File: config.mk
export PLATFORM = sky130hd
export DESIGN_NAME = acbc_ram
export DESIGN_NICKNAME = d
export VERILOG_FILES = /design/src/acbc_ram.sv
export SDC_FILE = /design/constraint.sdc
export NUM_CORES = 2
export LEC_CHECK = 0
export BUFFER_PORTS_ARGS = -buffer_cell sky130_fd_sc_hd__buf_2
export CAP_MARGIN = 20
export CORE_MARGIN = 5
export CORE_UTILIZATION = 40
export CTS_CLUSTER_SIZE = 16
export DETAILED_ROUTE_END_ITERATION = 10
export PLACE_DENSITY_LB_ADDON = 0.3
export SLEW_MARGIN = 15
export SYNTH_ARGS = -nofsm -noshare
export SYNTH_HDL_FRONTEND = slang
export SYNTH_SLANG_ARGS = --single-unit
File: constraint.sdc
create_clock -name i_clk -period 24.3 [get_ports i_clk]
set_input_delay 4.86 -clock i_clk [delete_from_list [all_inputs] [get_ports i_clk]]
set_output_delay 4.86 -clock i_clk [all_outputs]
set_load 0.03 [all_outputs]
File: src/acbc_ram.sv
// ----------------------------------------------------------------------------
// Generic RAM
// Single write port, single read port with registered read data.
// ----------------------------------------------------------------------------
`default_nettype none

module acbc_ram #(
    parameter int WIDTH = 128,
    parameter int DEPTH = 15
) (
    input  wire logic                     i_clk,
    input  wire logic                     i_we,
    input  wire logic [$clog2(DEPTH)-1:0] i_waddr,
    input  wire logic [WIDTH-1:0]         i_wdata,
    input  wire logic                     i_re,
    input  wire logic [$clog2(DEPTH)-1:0] i_raddr,
    output logic      [WIDTH-1:0]         o_rdata
);

    logic [WIDTH-1:0] r_mem [DEPTH];

    always_ff @(posedge i_clk) begin
        if (i_we) begin
            r_mem[i_waddr] <= i_wdata;
        end
        if (i_re) begin
            o_rdata <= r_mem[i_raddr];
        end
    end

endmodule

`default_nettype wire

-- Word-level counts from Yosys, hierarchy flattened
Memory sizes are Yosys's and may differ from the RTL's. A register that Yosys moved wholly into a read port is not among the register bits.
Cells that the tools add are included.
- flip-flop bits (word level): 0
- bits in latches: 0
- memory bits (writable): 1920
- bits in read-only memories: 0
- input port bits: 139
- output and inout port bits: 128
- logic and storage cells: 3
- memories kept: 1
- memory list (memory ; depth ; width ; rd ports ; clocked after Yosys merged registers in ; write ports ; line ; text):
    r_mem ; 15 ; 128 ; 1 ; 1 ; 1 ; 20 ; logic [WIDTH-1:0] r_mem [DEPTH];
- $add $sub $neg: 0
- $mul: 0
- div/mod/pow operators: 0
- magnitude comparators: 0
- equal/unequal tests: 0
- shift-type cells: 0
- multiplexer cells: 2
- bitwise logic cells: 0
- reductions and logical operators: 0
- operators by type and width (kind ; number):
    1-bit two-way mux ; 2

-- Depth between registers and ports, before layout
- depth in word-level cells: 2
- mapped depth: 8
- depth with buffers taken out: 4

-- Worst setup path after synthesis
OpenSTA, ideal clock, no wires.
- path type: input to register
- start point: input port i_waddr[2]
- end point: memory r_mem[0][0] (enable)
- library setup time: 774 ps
- arrival time: 14013 ps
- data required time: 23526 ps
- setup slack: 9513 ps
- stages on the path: 2
- buffers on the path: 0
- cells stage by stage: or3b_2 -> nor3_1
- RTL lines (what ; line ; text):
    from (decl) ; 13 ; input wire logic [$clog2(DEPTH)-1:0] i_waddr,
    to (decl) ; 20 ;
No word-level cell before the write port.

==> results.ini <==
[yosys]
synth-compound-area-share=0.04085
combinational_family_with_the_most_area_after_synthesis=multiplexers
gate_count_after_technology_mapping=3682
yosysMostFrequentCell=sky130_fd_sc_hd__edfxtp_1
synthFlopType=sky130_fd_sc_hd__edfxtp_1
synth_seq_cells=2048
netlist.top_cell.by_area=sky130_fd_sc_hd__edfxtp_1
synth_edf_count=2048
synth_fa_ha_area_frac=0
synth.cells.most_frequent=2,048 x sky130_fd_sc_hd__edfxtp_1, 360 x sky130_fd_sc_hd__mux2i_1, 268 x sky130_fd_sc_hd__mux4_2
post_synth_mux_area_share=0.1253
synth.yosys.warnings=0
netlist_area_um2=76940
avgSynthCellArea_um2=20.90
synthTopCellsByArea=sky130_fd_sc_hd__edfxtp_1 80%, sky130_fd_sc_hd__mux4_2 7.8%, sky130_fd_sc_hd__mux2i_1 4.7%, sky130_fd_sc_hd__a22oi_1 1.2%, sky130_fd_sc_hd__nand2b_1 0.99%
ys_seq_area_frac=0.7993
synth.distinct_cells=30
syn-num-nets=3821
synthDominantCellAreaShare=0.7993
yosys.area_share.xor_xnor=0
synth_async_reset_ratio=0
yosys.area_share.simple=0.01883

[clocking]
cts.sinks=2048
clkTransAtPathRegs_ns=0.06
max-clock-path-buffers=3
cts_tree=built
clk_root_buffer_cell=sky130_fd_sc_hd__clkbuf_16
worstSkewPairLatency_ns=0.81
cts_repair_resizes=0
cts_made_buffers=209
ctsHtreeMaxLevel=4
post-cts-setup-buffer-count=0
holdBufCountCts=0

[grt]
first_global_vias=38390
grt_max_degree=109
number_of_antenna_violations_at_the_first_check_in_global_routing=60
grt_use_total=0.1875
grt_pass1_wl_um=275600
global_route.overflow_total=0

[power_and_ir_drop]
combPwrFrac=0.052
clock_power_share=0.415
power.total_uw=7522
power_report.internal_total_uw=5912
worst_ir_drop_vdd_uv=62.10
p_per_area_nw_per_um2=85.68
p_leak_uw=0.02858
switchingPower_uw=1610
p_sw_frac=0.2140
seq_power_share=0.533

[layout]
synthToLayoutAreaGrowth_pct=14.11
fillerInstances=16070
final_design_area_no_fill_um2=87800
drive_gt1_frac=0.2183
post_layout_nonfiller_instances=6751
finish.net_count=4167

[routing]
num_vias=37350
drc=0
route.antenna.remaining_nets=0
drtIter0Drc=3455
vias_per_cell=5.532
avgRoutedWirePerCell_um=28.46
drt_pre_antenna_iters=5
routed_wirelength_um=192100

[timing]
fin_crit_sh=0.3444
min_period_ns=8.368
drv_slew=0
setup_slack_ns=15.93
rsz0062_at_grt=false
timing.final.setup_violations=0
skew_ns=0.02887
fin_tns_setup_ns=0
max_freq_ghz=0.1195
finalHoldViolCount=0
slew_headroom=0.2316
tightest_slew_ns=1.153

[outcome]
outcome=completed

[setup_path]
critical_path.n_buffers_inverters=4
crit_path_max_incr_delay_ns=0.82
end_kind=flip-flop
worst-path-max-fanout=69
path_common_cell=sky130_fd_sc_hd__buf_4
path_cells=buf_8, buf_4, buf_4, buf_4, mux4_2, a22oi_1, o21ai_1
crit_arrival_ns=8.87
timing.critical_path.slowest_stage_cell=sky130_fd_sc_hd__buf_4
critical_path.startpoint_type=input pin
critPathRequiredTime_ns=24.81
critPathTopFamily=buffers and inverters
worst-setup-path-type=in -> reg

[die]
io_pins=267
die-height_um=448.6
initial_core_util=0.4008
placeableCoreArea_um2=192000
core.rowCount=161
floorplan.die_area_um2=201200
die_w_um=448.6

[placed_design]
dpl_worst_slack_ns=15.01
buffer_ports.inserted=266
detailed_place_hpwl_um=94030
post-place-cells=6343
place_area_um2=81080
placer_s_final_routability_congestion_estimate=0.7045

[min_path]
hp-class=reg -> reg

[flow_run]
maxCapViolations=0

## worst min-delay path, stage by stage, from the launching register on
cell and delay (ns):
sky130_fd_sc_hd__edfxtp_1 0.33, sky130_fd_sc_hd__a21oi_1 0.06, sky130_fd_sc_hd__o211ai_1 0.15
## power groups by stage
stage | clock network (µW) | logic [µW] | registers [µW]
floorplan | 0 | 202 | 4120
global placement | 0 | 393 | 4090
detailed placement | 0 | 398 | 4090
CTS | 3180 | 399 | 4010
global route | 3340 | 421 | 4020
finish | 3120 | 392 | 4010
## sequential cells by signal (all words and copies together) (netlist names)
register	cells
r_mem	1920
o_rdata	128
## metal layers
metal  up-vias  track usage  part of all wire
li1      15980            -                 -
met1     19850       0.2437              0.40
met2      1193       0.3186              0.51
met3       311      0.03629             0.060
met4        16      0.06227             0.029
met5         -            0           0.00060
## path summary, 6_finish.rpt
kind,cells after the start,from,slack (ns),endpoint
min,2,r_mem[14][23]$_DFFE_PP_,0.64,o_rdata[23]$_DFFE_PP_
max,7,i_raddr[0],15.93,o_rdata[52]$_DFFE_PP_
min reg2reg,2,r_mem[14][23]$_DFFE_PP_,0.64,o_rdata[23]$_DFFE_PP_
max reg2reg,3,r_mem[11][56]$_DFFE_PP_,22.43,o_rdata[56]$_DFFE_PP_
## logic make-up (layout without fill, tap and decap cells)
| group | after synthesis | after routing |
|---|---|---|
| muxes | 628 | 628 |
| buffers and inverters | 210 | 728 |
| DFF | 2048 | 2048 |
| other | 0 | 25 |
| AOI/OAI and AO/OA | 500 | 500 |
| and+or+nand+nor | 296 | 296 |
## cells in the final DEF, fill, tap and decap left out, types with 13 or more instances in the layout
master / instances
sky130_fd_sc_hd__o22ai_1: 116
sky130_fd_sc_hd__buf_4: 68
sky130_fd_sc_hd__diode_2: 25
sky130_fd_sc_hd__edfxtp_1: 2048
sky130_fd_sc_hd__o21ai_0: 13
sky130_fd_sc_hd__mux4_2: 268
sky130_fd_sc_hd__o21ai_1: 103
sky130_fd_sc_hd__bufinv_16: 18
sky130_fd_sc_hd__clkinv_1: 51
sky130_fd_sc_hd__clkbuf_1: 51
sky130_fd_sc_hd__clkinv_2: 31
sky130_fd_sc_hd__mux2i_1: 360
sky130_fd_sc_hd__a31oi_1: 116
sky130_fd_sc_hd__nand2b_1: 120
sky130_fd_sc_hd__clkbuf_16: 214
sky130_fd_sc_hd__nor2_4: 13
sky130_fd_sc_hd__nor2_1: 18
sky130_fd_sc_hd__nand2_1: 130
sky130_fd_sc_hd__buf_2: 262
sky130_fd_sc_hd__a22oi_1: 128
## per-stage QoR
stage               hold WS [ns]  utilization
floorplan                 0.6002            -
global placement          0.6235       0.4223
detailed placement        0.6361       0.4223
CTS                       0.6318       0.4570
global route              0.6835       0.4572
finish                    0.6351       0.4573
## area by class of cell
type	count	area, µm²	share of cell area
diodes	25	62.56	0.0007125
clock buffers	265	5547	0.06317
clock inverters	118	1110	0.01264
inverters	3	18.77	0.0002138
multi-input cells	1424	14360	0.1636
flip-flops and latches	2048	61500	0.7005
well taps	2526	3161	0.03600
repair buffers	342	2041	0.02324
Note: power is estimated with default switching activity, not from simulation.
